File: src/rtl/core/pwmru_pkg.sv
// ----------------------------------------------------------------------------
// pwmru_pkg
// Types and constants shared by the pulse register update core.
// ----------------------------------------------------------------------------
package pwmru_pkg;

  localparam int DIVIDEND_W = 28;   // 16-bit time scaled by the 4096-step frame
  localparam int DIVISOR_W  = 20;   // period in microseconds, at most 1000000
  localparam int COUNT_W    = 16;
  localparam int FRAME_BITS = 12;
  localparam int FREQ_W     = 11;
  localparam int CHAN_W     = 5;

  localparam logic [DIVISOR_W-1:0] US_PER_S = 20'd1000000;
  localparam logic [CHAN_W-1:0]    ALL_CODE = 5'd16;
  localparam logic [7:0]           CH0_BASE = 8'h06;
  localparam logic [7:0]           ALL_BASE = 8'hFA;

  typedef enum logic [2:0] {
    ST_IDLE,
    ST_PERIOD,
    ST_ON,
    ST_OFF,
    ST_READ,
    ST_CHECK,
    ST_SWEEP,
    ST_EMIT
  } state_t;

  typedef enum logic [1:0] {
    BEAT_ON_L,
    BEAT_ON_H,
    BEAT_OFF_L,
    BEAT_OFF_H
  } beat_t;

endpackage

File: src/rtl/core/pwmru_ifs.sv
// ----------------------------------------------------------------------------
// pwmru_ifs
// Valid/ready channels of the pulse register update core.
// ----------------------------------------------------------------------------
interface pwmru_req_if;
  logic        valid;
  logic        ready;
  logic [4:0]  channel;
  logic [15:0] on_time_us;
  logic [15:0] off_time_us;

  modport source (output valid, output channel, output on_time_us, output off_time_us,
                  input ready);
  modport sink   (input valid, input channel, input on_time_us, input off_time_us,
                  output ready);
endinterface

interface pwmru_wr_if;
  logic       valid;
  logic       ready;
  logic [7:0] reg_address;
  logic [7:0] reg_data;
  logic       last_write;

  modport source (output valid, output reg_address, output reg_data, output last_write,
                  input ready);
  modport sink   (input valid, input reg_address, input reg_data, input last_write,
                  output ready);
endinterface

interface pwmru_cfg_if;
  logic        valid;
  logic        ready;
  logic [10:0] frequency_hz;

  modport source (output valid, output frequency_hz, input ready);
  modport sink   (input valid, input frequency_hz, output ready);
endinterface

File: src/rtl/core/pwmru_div.sv
// ----------------------------------------------------------------------------
// pwmru_div
// Restoring radix-2 divider, one quotient bit per cycle.
// ----------------------------------------------------------------------------
module pwmru_div import pwmru_pkg::*; (
  input  logic                  clk,
  input  logic                  rst,
  input  logic                  start,
  input  logic [DIVIDEND_W-1:0] dividend,
  input  logic [DIVISOR_W-1:0]  divisor,
  output logic                  done,
  output logic [DIVIDEND_W-1:0] quotient
);

  localparam int CNT_W = $clog2(DIVIDEND_W);

  logic                 busy;
  logic [CNT_W-1:0]     cnt;
  logic [DIVISOR_W:0]   rem;
  logic [DIVISOR_W-1:0] dvs;
  logic [DIVISOR_W:0]   shifted;
  logic [DIVISOR_W:0]   diff;
  logic                 ge;

  assign shifted = {rem[DIVISOR_W-1:0], quotient[DIVIDEND_W-1]};
  assign diff    = shifted - {1'b0, dvs};
  assign ge      = (shifted >= {1'b0, dvs});

  always_ff @(posedge clk) begin
    if (rst) begin
      busy <= 1'b0;
      done <= 1'b0;
    end else begin
      done <= 1'b0;
      if (start) begin
        busy <= 1'b1;
      end else if (busy && cnt == '0) begin
        busy <= 1'b0;
        done <= 1'b1;
      end
    end
  end

  always_ff @(posedge clk) begin
    if (start) begin
      quotient <= dividend;
      rem      <= '0;
      dvs      <= divisor;
      cnt      <= CNT_W'(DIVIDEND_W - 1);
    end else if (busy) begin
      // shift the next dividend bit in, subtract when it fits
      rem      <= ge ? diff : shifted;
      quotient <= {quotient[DIVIDEND_W-2:0], ge};
      cnt      <= cnt - 1'b1;
    end
  end

endmodule

File: src/rtl/core/pwm_pulse_register_update.sv
// ----------------------------------------------------------------------------
// pwm_pulse_register_update_core
// Turns on/off times into frame counts and emits four register byte writes,
// skipping requests that repeat the cached counts of a channel.
// ----------------------------------------------------------------------------
//  channel | dir | payload                                   | accepted when
//  req     | in  | channel, on_time_us, off_time_us          | valid && ready
//  wr      | out | reg_address, reg_data, last_write         | valid && ready
//  cfg     | in  | frequency_hz                              | valid && ready
//
//  At nonzero frequency the shared divider runs one division for the period
//  and one for each of the two counts. At zero frequency the divisions are
//  skipped. A broadcast adds one cache write per channel. req.ready is high
//  only while idle; the next item may enter while the last write waits in the
//  output register.
//  rst clears the cache valid bits and the frequency; cache contents need none.
// ----------------------------------------------------------------------------
module pwm_pulse_register_update_core import pwmru_pkg::*; #(
  parameter int NUM_CHANNELS = 16
) (
  input  logic         clk,
  input  logic         rst,
  pwmru_req_if.sink    req,
  pwmru_cfg_if.sink    cfg,
  pwmru_wr_if.source   wr
);

  localparam int IDX_W = (NUM_CHANNELS > 1) ? $clog2(NUM_CHANNELS) : 1;

  state_t                state;
  state_t                state_next;
  logic [FREQ_W-1:0]     frequency_hz;
  logic [CHAN_W-1:0]     ch;
  logic [15:0]           on_us;
  logic [15:0]           off_us;
  logic [DIVISOR_W-1:0]  period;
  logic [COUNT_W-1:0]    on_cnt;
  logic [COUNT_W-1:0]    off_cnt;
  logic [NUM_CHANNELS-1:0] entry_valid;
  logic [IDX_W-1:0]      sweep_idx;
  beat_t                 beat;
  logic [2*COUNT_W-1:0]  mem [NUM_CHANNELS];
  logic [2*COUNT_W-1:0]  rd_data;

  logic                  accept;
  logic                  chan_ok;
  logic                  bcast;
  logic [IDX_W-1:0]      idx;
  logic                  hit;
  logic                  out_free;
  logic                  div_start;
  logic [DIVIDEND_W-1:0] div_dividend;
  logic [DIVISOR_W-1:0]  div_divisor;
  logic                  div_done;
  logic [DIVIDEND_W-1:0] div_quo;
  logic                  mem_we;
  logic [IDX_W-1:0]      mem_waddr;
  logic [7:0]            base;
  logic [7:0]            byte_data;

  assign cfg.ready = 1'b1;
  assign req.ready = (state == ST_IDLE);
  assign accept    = req.valid && req.ready;
  assign chan_ok   = (req.channel == ALL_CODE) || (req.channel < CHAN_W'(NUM_CHANNELS));
  assign bcast     = (ch == ALL_CODE);
  assign idx       = ch[IDX_W-1:0];
  assign hit       = entry_valid[idx] && (rd_data == {on_cnt, off_cnt});
  assign out_free  = !wr.valid || wr.ready;

  pwmru_div u_div (
    .clk      (clk),
    .rst      (rst),
    .start    (div_start),
    .dividend (div_dividend),
    .divisor  (div_divisor),
    .done     (div_done),
    .quotient (div_quo)
  );

  always_ff @(posedge clk) begin
    if (rst) begin
      frequency_hz <= '0;
    end else if (cfg.valid && cfg.ready) begin
      frequency_hz <= cfg.frequency_hz;
    end
  end

  always_ff @(posedge clk) begin
    if (rst) begin
      state <= ST_IDLE;
    end else begin
      state <= state_next;
    end
  end

  always_comb begin
    state_next   = state;
    div_start    = 1'b0;
    div_dividend = {(DIVIDEND_W - DIVISOR_W)'(0), US_PER_S};
    div_divisor  = {(DIVISOR_W - FREQ_W)'(0), frequency_hz};
    mem_we       = 1'b0;
    mem_waddr    = idx;
    case (state)
      ST_IDLE: begin
        if (accept && chan_ok) begin
          if (frequency_hz != '0) begin
            div_start  = 1'b1;
            state_next = ST_PERIOD;
          end else begin
            state_next = ST_READ;
          end
        end
      end
      ST_PERIOD: begin
        div_dividend = {on_us, FRAME_BITS'(0)};
        div_divisor  = div_quo[DIVISOR_W-1:0];
        if (div_done) begin
          div_start  = 1'b1;
          state_next = ST_ON;
        end
      end
      ST_ON: begin
        div_dividend = {off_us, FRAME_BITS'(0)};
        div_divisor  = period;
        if (div_done) begin
          div_start  = 1'b1;
          state_next = ST_OFF;
        end
      end
      ST_OFF: begin
        if (div_done) begin
          state_next = ST_READ;
        end
      end
      ST_READ: begin
        state_next = ST_CHECK;
      end
      ST_CHECK: begin
        if (bcast) begin
          state_next = ST_SWEEP;
        end else if (hit) begin
          state_next = ST_IDLE;
        end else begin
          mem_we     = 1'b1;
          state_next = ST_EMIT;
        end
      end
      ST_SWEEP: begin
        mem_we    = 1'b1;
        mem_waddr = sweep_idx;
        if (sweep_idx == IDX_W'(NUM_CHANNELS - 1)) begin
          state_next = ST_EMIT;
        end
      end
      ST_EMIT: begin
        if (out_free && beat == BEAT_OFF_H) begin
          state_next = ST_IDLE;
        end
      end
      default: begin
        state_next = ST_IDLE;
      end
    endcase
  end

  // request fields, counts and sequencing
  always_ff @(posedge clk) begin
    if (accept) begin
      ch      <= req.channel;
      on_us   <= req.on_time_us;
      off_us  <= req.off_time_us;
      on_cnt  <= '0;
      off_cnt <= '0;
    end
    if (state == ST_PERIOD && div_done) begin
      period <= div_quo[DIVISOR_W-1:0];
    end
    if (state == ST_ON && div_done) begin
      on_cnt <= div_quo[COUNT_W-1:0];
    end
    if (state == ST_OFF && div_done) begin
      off_cnt <= div_quo[COUNT_W-1:0];
    end
    if (state == ST_CHECK) begin
      sweep_idx <= '0;
      beat      <= BEAT_ON_L;
    end else if (state == ST_SWEEP) begin
      sweep_idx <= sweep_idx + 1'b1;
    end else if (state == ST_EMIT && out_free) begin
      beat <= beat_t'(beat + 1'b1);
    end
  end

  always_ff @(posedge clk) begin
    if (rst) begin
      entry_valid <= '0;
    end else if (state == ST_CHECK) begin
      if (bcast) begin
        entry_valid <= '1;
      end else begin
        entry_valid[idx] <= 1'b1;
      end
    end
  end

  // count cache: one write port, one registered read port
  always_ff @(posedge clk) begin
    if (mem_we) begin
      mem[mem_waddr] <= {on_cnt, off_cnt};
    end
    rd_data <= mem[idx];
  end

  assign base = bcast ? ALL_BASE : CH0_BASE + {1'b0, ch, 2'b00};

  always_comb begin
    case (beat)
      BEAT_ON_L:  byte_data = on_cnt[7:0];
      BEAT_ON_H:  byte_data = on_cnt[15:8];
      BEAT_OFF_L: byte_data = off_cnt[7:0];
      default:    byte_data = off_cnt[15:8];
    endcase
  end

  always_ff @(posedge clk) begin
    if (rst) begin
      wr.valid <= 1'b0;
    end else if (state == ST_EMIT && out_free) begin
      wr.valid <= 1'b1;
    end else if (wr.ready) begin
      wr.valid <= 1'b0;
    end
  end

  always_ff @(posedge clk) begin
    if (state == ST_EMIT && out_free) begin
      wr.reg_address <= base + {6'b0, beat};
      wr.reg_data    <= byte_data;
      wr.last_write  <= (beat == BEAT_OFF_H);
    end
  end

endmodule

File: src/flat_wrapper.sv
// flat-port wrapper written by rule: the top's interface ports become plain ports
module pwm_pulse_register_update_core_flat import pwmru_pkg::*;
#(
  parameter int NUM_CHANNELS = 16
)
  (clk, rst, req_valid, req_channel, req_on_time_us, req_off_time_us, req_ready, cfg_valid, cfg_frequency_hz, cfg_ready, wr_valid, wr_reg_address, wr_reg_data, wr_last_write, wr_ready);
  pwmru_req_if req_i ();
  pwmru_cfg_if cfg_i ();
  pwmru_wr_if wr_i ();
  input  logic clk;
  input  logic rst;
  input wire logic [$bits(req_i.valid)-1:0] req_valid;
  input wire logic [$bits(req_i.channel)-1:0] req_channel;
  input wire logic [$bits(req_i.on_time_us)-1:0] req_on_time_us;
  input wire logic [$bits(req_i.off_time_us)-1:0] req_off_time_us;
  output wire logic [$bits(req_i.ready)-1:0] req_ready;
  input wire logic [$bits(cfg_i.valid)-1:0] cfg_valid;
  input wire logic [$bits(cfg_i.frequency_hz)-1:0] cfg_frequency_hz;
  output wire logic [$bits(cfg_i.ready)-1:0] cfg_ready;
  output wire logic [$bits(wr_i.valid)-1:0] wr_valid;
  output wire logic [$bits(wr_i.reg_address)-1:0] wr_reg_address;
  output wire logic [$bits(wr_i.reg_data)-1:0] wr_reg_data;
  output wire logic [$bits(wr_i.last_write)-1:0] wr_last_write;
  input wire logic [$bits(wr_i.ready)-1:0] wr_ready;
  assign req_i.valid = req_valid;
  assign req_i.channel = req_channel;
  assign req_i.on_time_us = req_on_time_us;
  assign req_i.off_time_us = req_off_time_us;
  assign req_ready = req_i.ready;
  assign cfg_i.valid = cfg_valid;
  assign cfg_i.frequency_hz = cfg_frequency_hz;
  assign cfg_ready = cfg_i.ready;
  assign wr_valid = wr_i.valid;
  assign wr_reg_address = wr_i.reg_address;
  assign wr_reg_data = wr_i.reg_data;
  assign wr_last_write = wr_i.last_write;
  assign wr_i.ready = wr_ready;
  pwm_pulse_register_update_core #(.NUM_CHANNELS(NUM_CHANNELS)) u_core (.clk(clk), .rst(rst), .req(req_i), .cfg(cfg_i), .wr(wr_i));
endmodule
File: config.mk
export PLATFORM = sky130hd
export DESIGN_NAME = pwm_pulse_register_update_core_flat
export DESIGN_NICKNAME = d
export VERILOG_FILES = /design/src/rtl/core/pwmru_pkg.sv /design/src/rtl/core/pwmru_ifs.sv /design/src/rtl/core/pwmru_div.sv /design/src/rtl/core/pwm_pulse_register_update.sv /design/src/flat_wrapper.sv
export SDC_FILE = /design/constraint.sdc
export NUM_CORES = 1
export LEC_CHECK = 0
export ABC_AREA = 1
export CAP_MARGIN = 20
export CORE_ASPECT_RATIO = 1.1
export CORE_MARGIN = 2
export CORE_UTILIZATION = 30
export CTS_CLUSTER_SIZE = 40
export DETAILED_ROUTE_END_ITERATION = 16
export DONT_BUFFER_PORTS = 1
export GPL_TIMING_DRIVEN = 0
export HOLD_SLACK_MARGIN = 0.15
export SYNTH_ARGS = -nofsm -noshare
export SYNTH_HDL_FRONTEND = slang
export SYNTH_SLANG_ARGS = --single-unit
File: constraint.sdc
create_clock -name clk -period 5.4 [get_ports clk]
set_clock_uncertainty 0.05 [all_clocks]
set_input_delay 0.27 -clock clk [delete_from_list [all_inputs] [get_ports clk]]
set_output_delay 0.27 -clock clk [all_outputs]
set_load 0.01 [all_outputs]
==> results.py, run 1 <==
metrics = {
    "outcome": {
        "status": "complete, no violations",
    },
    "synth": {
        "netlist_area_mm2": 0.03095,
        "synthMuxAreaShare_pct": 0,
        "netlist_instances": 2690,
        "syn_nets": 2776,
        "syn_area_per_cell_um2": 11.51,
        "synth-seq-area-share_pct": 70.83,
        "synth_cell_types": 46,
        "synth_fa_ha_area_share_pct": 1.358,
        "synth_xor_xnor_area_share_pct": 0.8772,
        "yosys.area_share.simple_pct": 13.11,
        "synth_top_family_by_area": "simple AND/OR/NAND/NOR gates",
        "yosysWarnings": 0,
        "synth_compound_area_share_pct": 10.11,
        "ys_ff_latch": 762,
    },
    "place": {
        "dp_hpwl_um": 61380,
        "finalWeightedCongestion": 0.8772,
        "port_buffers": 0,
        "post_dp_cell_area_mm2": 0.03324,
    },
    "pwr": {
        "power_density_mw_per_mm2": 480.1,
        "leakagePower_nw": 12.44,
        "ir_drop_uv": 316.4,
    },
    "clock_network": {
        "cts.clk_slew.worst_paths_ps": 60,
        "clkLatencyLatePin_ps": 650,
        "cts_buffers": 78,
        "tritoncts": "yes",
        "cts_root_buf": "clkbuf_16",
        "htreeDepth": 3,
        "cts_buffer_depth": 3,
        "cts.sinks": 762,
        "cts-resized-gates": 0,
    },
    "die": {
        "core_mm2": 0.1023,
        "die_w_um": 310.3,
        "num_io_pins": 73,
        "rows": 123,
        "start_util_pct": 30.24,
        "die-area_mm2": 0.1058,
        "die_y_um": 340.9,
    },
    "sta": {
        "drv_slew": 0,
        "max_freq_mhz": 205.5,
        "layout_min_cycle_time_ps": 4867,
        "fin_crit_sh_pct": 90.12,
        "worst_pin_slew_ps": 1146,
        "hold_ws_ps": 205.6,
        "hold_viol": 0,
        "rsz0062_at_grt": "no",
        "setup_viol": 0,
        "finalSetupTns_ps": 0,
        "slew_headroom_pct": 23.58,
    },
    "global_route": {
        "grt_pass1_wl_um": 133500,
        "grt_max_degree": 39,
        "antenna_found_initial": 6,
        "first_global_vias": 21193,
        "grt-ovfl-total": 0,
        "grtUsageTotal_pct": 17.05,
    },
    "route": {
        "first_iter_violations": 2336,
        "routedWlPerCell_um": 21.19,
        "drt-total-wl_um": 91120,
        "antenna_left": 0,
        "firstDrtPassIters": 6,
        "via_per_inst": 5.000,
        "route.detailed.drc": 0,
        "route.vias.total": 21506,
    },
    "finish": {
        "finalInstanceArea_mm2": 0.03652,
        "diodes": 0,
        "regArea_mm2": 0.02192,
        "syn2layout_area_growth_pct": 18.00,
        "nFillCells": 9954,
        "nNetsFinal": 2948,
        "layout-drive-gt1-share_pct": 6.835,
        "multi_input_area_mm2": 0.008013,
    },
    "setup_path": {
        "end_kind": "flop",
        "cp_slowest_cell": "clkbuf_1",
        "crit_arrival_ps": 5190,
        "cp_num_buf_inv": 7,
        "crit_chain": "inv_1 > buf_2 > buf_2 > clkbuf_1 > ha_1 > inv_1 > nor3_2 > nor2_1 > nand2_1 > nand2_1 > nand3_1 > nor2_4 > buf_16 > buf_16",
        "path_delay_family": "buffers and inverters",
        "startpoint_type": "flop",
        "critPathKind": "flop to flop",
        "required_ps": 5720,
        "cp_max_fo": 13,
        "critPathMaxStageDelay_ps": 670,
    },
    "worst_hold_path": {
        "hold_path.class": "input port to flop",
    },
    "flow_run": {
        "drv_cap": 0,
    },
}
[cell type report]
class	instances	share of cell area, %
tap	1375	4.711
clock buffer	105	5.872
multi-input combinational	1636	21.94
buffer	133	1.507
timing repair buffer	92	3.179
clock inverter	39	1.134
inverter	159	1.634
sequential	762	60.02
[power by group]
part           switching [mW]  internal [mW]  leakage, nW
clock                    2.32           3.10         1.24
combinational            2.88           1.12         4.34
sequential              0.716           7.40         6.86
total                    5.91           11.6         12.4
[flip-flops by register name, summed over array words and instances, names as in the netlist, 8 cells and up]
register	flops
u_core.wr.reg_address	8
u_core.u_div.rem	20
u_core.on_us	16
u_core.entry_valid	16
u_core.rd_data	32
u_core.u_div.quotient	28
u_core.on_cnt	16
u_core.off_cnt	16
u_core.frequency_hz	11
u_core.off_us	16
u_core.period	20
u_core.u_div.dvs	20
u_core.mem	512
u_core.wr.reg_data	8
[cell usage in the layout (no fill, tap or decap), types with 22 or more instances in the layout]
master         Yosys  final
a21oi_1           68     68
a31oi_1           30     30
clkbuf_1         105    124
clkbuf_16          0     79
dfxtp_1           96     96
dlygate4sd3_1      0     72
edfxtp_1         666    666
ha_1              32     32
inv_1            148    148
nand2_1          479    479
nand3_1           52     52
nand4_1           44     44
nor2_1           396    378
o211ai_1          22     22
o21ai_0          295    295
o22ai_1          130    130
[routing by layer]
layer	share of wire (%)	wire length [um]	vias to the layer above	track usage, %
met4	3.0	2765	8	6.079
met2	49	44210	944	28.50
met5	0.054	49	-	0
li1	-	-	9865	-
met1	40	36600	10501	21.88
met3	8.2	7502	188	3.409
[worst paths after layout]
check | endpoint | slack, ps | from | depth (start not counted)
max | u_core.mem[12][9] | 530 | u_core.ch[0] | 14
min | u_core.off_us[1] | 210 | req_off_time_us[1] | 1
max reg2reg | u_core.mem[12][9] | 530 | u_core.ch[0] | 14
min reg2reg | u_core.period[2] | 400 | u_core.u_div.quotient[2] | 0
[cell usage after synthesis (all sizes together)]
cell | instances | area (um2)
and3 | 2 | 12.51
nor4 | 2 | 12.51
fa | 1 | 20.02
xor2 | 10 | 87.58
xnor2 | 21 | 183.9
a31oi | 30 | 187.7
a21boi | 2 | 15.01
or2 | 4 | 25.03
nor3 | 10 | 66.32
nand3 | 53 | 270.3
edfxtp | 666 | 20000
a32oi | 1 | 8.760
nand4 | 44 | 275.3
dfxtp | 96 | 1922
o211ai | 22 | 165.2
o21bai | 1 | 7.510
a21oi | 68 | 340.3
a21o | 4 | 30.03
nand2 | 482 | 1817
a22oi | 1 | 7.510
nor2 | 404 | 1536
clkinv | 2 | 7.510
and2 | 1 | 6.260
o22ai | 130 | 813.3
ha | 32 | 400.4
buf | 28 | 156.4
inv | 157 | 589.3
clkbuf | 105 | 394.1
o21ai | 301 | 1518
a221oi | 2 | 17.52
conb | 1 | 3.750
a211oi | 1 | 7.510
nand3b | 5 | 37.54
a32o | 1 | 10.01
[through the flow]
step | std cells | utilization (%) | worst slack (ps) | total power [mW]
2_1_floorplan | 2690 | - | 1672 | 10.29
3_3_place_gp | 4065 | 31.92 | -1512 | 12.00
3_5_place_dp | 4085 | 32.48 | 613.4 | 12.11
4_1_cts | 4301 | 35.69 | 574.6 | 17.51
5_1_grt | 4301 | 35.69 | 373.6 | 18.22
6_report | 4301 | 35.69 | 533.5 | 17.53
[cell families after synthesis]
logic type,count (synthesis)
AND/OR/NAND/NOR,1007
flip-flops,762
AO/OA/AOI/OAI,564
buffers and inverters,292
adder cells (fa/ha/maj),33
XOR/XNOR,31
other,1
[repair_timing]
| action | CTS | global route |
|---|---|---|
| setup endpoints to repair | 0 | 0 |
| hold buffers | 72 | 0 |
| setup buffers | 0 | 0 |
| endpoints found under the hold margin | 55 | 0 |
No activity file was read; power rests on OpenSTA's default activity.
==> run 2, diff against run 1 <==
- PLACE_DENSITY_LB_ADDON: not set -> 0.1
==> run 2 against run 1 <==
Net effect:
- clock power up 2%
- flip-flop and latch count unchanged
- global-route usage up 2.2 points
- register-to-register slack worse by 250 ps
- power up 1.4%
==> results.py, run 2 (synthesis results as in run 1) <==
metrics = {
    "outcome": {
        "status": "complete, no violations",
    },
    "finish": {
        "syn2layout_area_growth_pct": 18.35,
        "diodes": 0,
        "largest_reg_flops": 512,
        "mostFrequentLayoutCells": "edfxtp_1 (666), nand2_1 (479), nor2_1 (378)",
        "nNetsFinal": 2959,
        "top_regs": "u_core.mem: 512 flops, u_core.rd_data: 32 flops, u_core.u_div.quotient: 28 flops",
        "layout-drive-gt1-share_pct": 7.004,
        "final_common_cell": "edfxtp_1",
        "top_register": "u_core.mem",
        "finalNonFillerCells": 4316,
    },
    "setup_path": {
        "regToRegStartpoint": "u_core.ch[1]",
        "required_ps": 5670,
        "worst-r2r-setup-slack_ps": 280,
        "cp_max_fo": 17,
        "r2r-end": "u_core.mem[10][12]",
        "r2r_cells": 13,
        "crit_arrival_ps": 5390,
        "critPathKind": "flop to flop",
        "end_kind": "flop",
        "startpoint_type": "flop",
    },
    "flow_run": {
        "drv_cap": 0,
    },
    "route": {
        "first_iter_violations": 1799,
        "route.vias.total": 21204,
        "via_per_inst": 4.913,
        "routedWlPerCell_um": 23.72,
        "drt-total-wl_um": 102400,
        "route.detailed.drc": 0,
        "antenna_left": 0,
        "firstDrtPassIters": 5,
    },
    "pwr": {
        "ir_drop_uv": 272.3,
        "power_density_mw_per_mm2": 485.3,
        "leakagePower_nw": 12.51,
    },
    "global_route": {
        "grtUsageTotal_pct": 19.28,
        "antenna_found_initial": 4,
        "grt-ovfl-total": 0,
        "first_global_vias": 21506,
        "grt_max_degree": 39,
        "grt_pass1_wl_um": 146700,
    },
    "place": {
        "finalWeightedCongestion": 0.8169,
        "dp_hpwl_um": 71420,
        "port_buffers": 0,
        "placed_cells_incl_taps": 4085,
    },
    "worst_hold_path": {
        "min_to": "u_core.off_us[4]",
        "hold_depth": 1,
        "worstHoldStart": "req_off_time_us[4]",
        "hold_path.class": "input port to flop",
    },
    "die": {
        "die-area_mm2": 0.1058,
        "core_mm2": 0.1023,
        "rows": 123,
        "start_util_pct": 30.24,
        "die_y_um": 340.9,
        "die_w_um": 310.3,
        "num_io_pins": 73,
    },
    "sta": {
        "drv_slew": 0,
        "hold_ws_ps": 207.0,
        "max_freq_mhz": 195.3,
        "rsz0062_at_grt": "no",
        "fin_crit_sh_pct": 94.82,
        "layout_min_cycle_time_ps": 5120,
        "worst_pin_slew_ps": 1113,
        "hold_viol": 0,
        "setup_viol": 0,
        "slew_headroom_pct": 25.82,
    },
    "clock_network": {
        "cts-resized-gates": 0,
        "cts_buffers": 85,
        "cts.clk_slew.worst_paths_ps": 60,
        "htreeDepth": 3,
        "tritoncts": "yes",
        "cts_buffer_depth": 3,
        "clkLatencyLatePin_ps": 640,
        "cts_root_buf": "clkbuf_16",
        "cts.sinks": 762,
    },
}
-- run 2: worst max path at each step --
stage            startpoint            endpoint  cells past startpoint
2_1_floorplan  u_core.ch[0]    u_core.mem[0][0]                     12
3_3_place_gp   u_core.ch[1]  u_core.mem[15][13]                     12
3_5_place_dp   u_core.ch[1]  u_core.mem[14][12]                     13
4_1_cts        u_core.ch[1]  u_core.mem[14][10]                     13
5_1_grt        u_core.ch[1]  u_core.mem[10][13]                     13
6_report       u_core.ch[1]  u_core.mem[10][12]                     13
-- run 2: metal layers --
metal  global-route usage [%]  up-vias  wire (um)
li1                         -     9894          -
met1                    24.37    10549      43110
met2                    33.09      598      50410
met3                    3.832      161       5956
met4                    5.988        2       2874
met5                        0        -         13
-- run 2: area by class of cell --
cell class / instances / area, um2
tap: 1375 / 1720
buffer: 133 / 551.8
clock inverter: 30 / 171.4
clock buffer: 125 / 2454
multi-input combinational: 1636 / 8013
timing repair buffer: 96 / 1201
sequential: 762 / 21920
fill: 10038 / 65710
inverter: 159 / 596.8
-- run 2: worst max-delay path, cell delays in order, from the launching register on --
cell and delay, ps:
edfxtp_1 390, buf_2 330, clkinv_1 570, clkbuf_1 560, clkbuf_1 470, ha_1 440
inv_1 100, nor3_2 80, nor2_1 130, nand2_1 120, nand2_1 140, nand3_1 330
nor2_4 740, buf_12 270
-- run 2: through the flow --
| stage | total power, mW | area [um2] | setup WS (ps) | utilization, % | TNS (ps) |
|---|---|---|---|---|---|
| 2_1_floorplan | 10.29 | 30950 | 1672 | - | 0 |
| 3_3_place_gp | 12.29 | 32670 | -2307 | 31.92 | -988860 |
| 3_5_place_dp | 12.37 | 33230 | 235.9 | 32.47 | 0 |
| 4_1_cts | 17.95 | 36570 | 197.9 | 35.74 | 0 |
| 5_1_grt | 18.63 | 36630 | 2.516 | 35.79 | 0 |
| 6_report | 17.77 | 36630 | 280.0 | 35.79 | 0 |
-- run 2: report_power, final --
group          leakage, nW  total (mW)  switching (mW)  internal (mW)
Clock                 1.28        5.51            2.36           3.15
Combinational         4.37        4.12            2.99           1.13
Sequential            6.86        8.15           0.742           7.41
Total                 12.5        17.8            6.09           11.7
-- run 2: timing repair --
item / in CTS / in global routing
buffers inserted: 0 / 4
endpoints found under the setup margin: 0 / 20
hold endpoints to repair: 54 / 0
hold buffers: 72 / 0
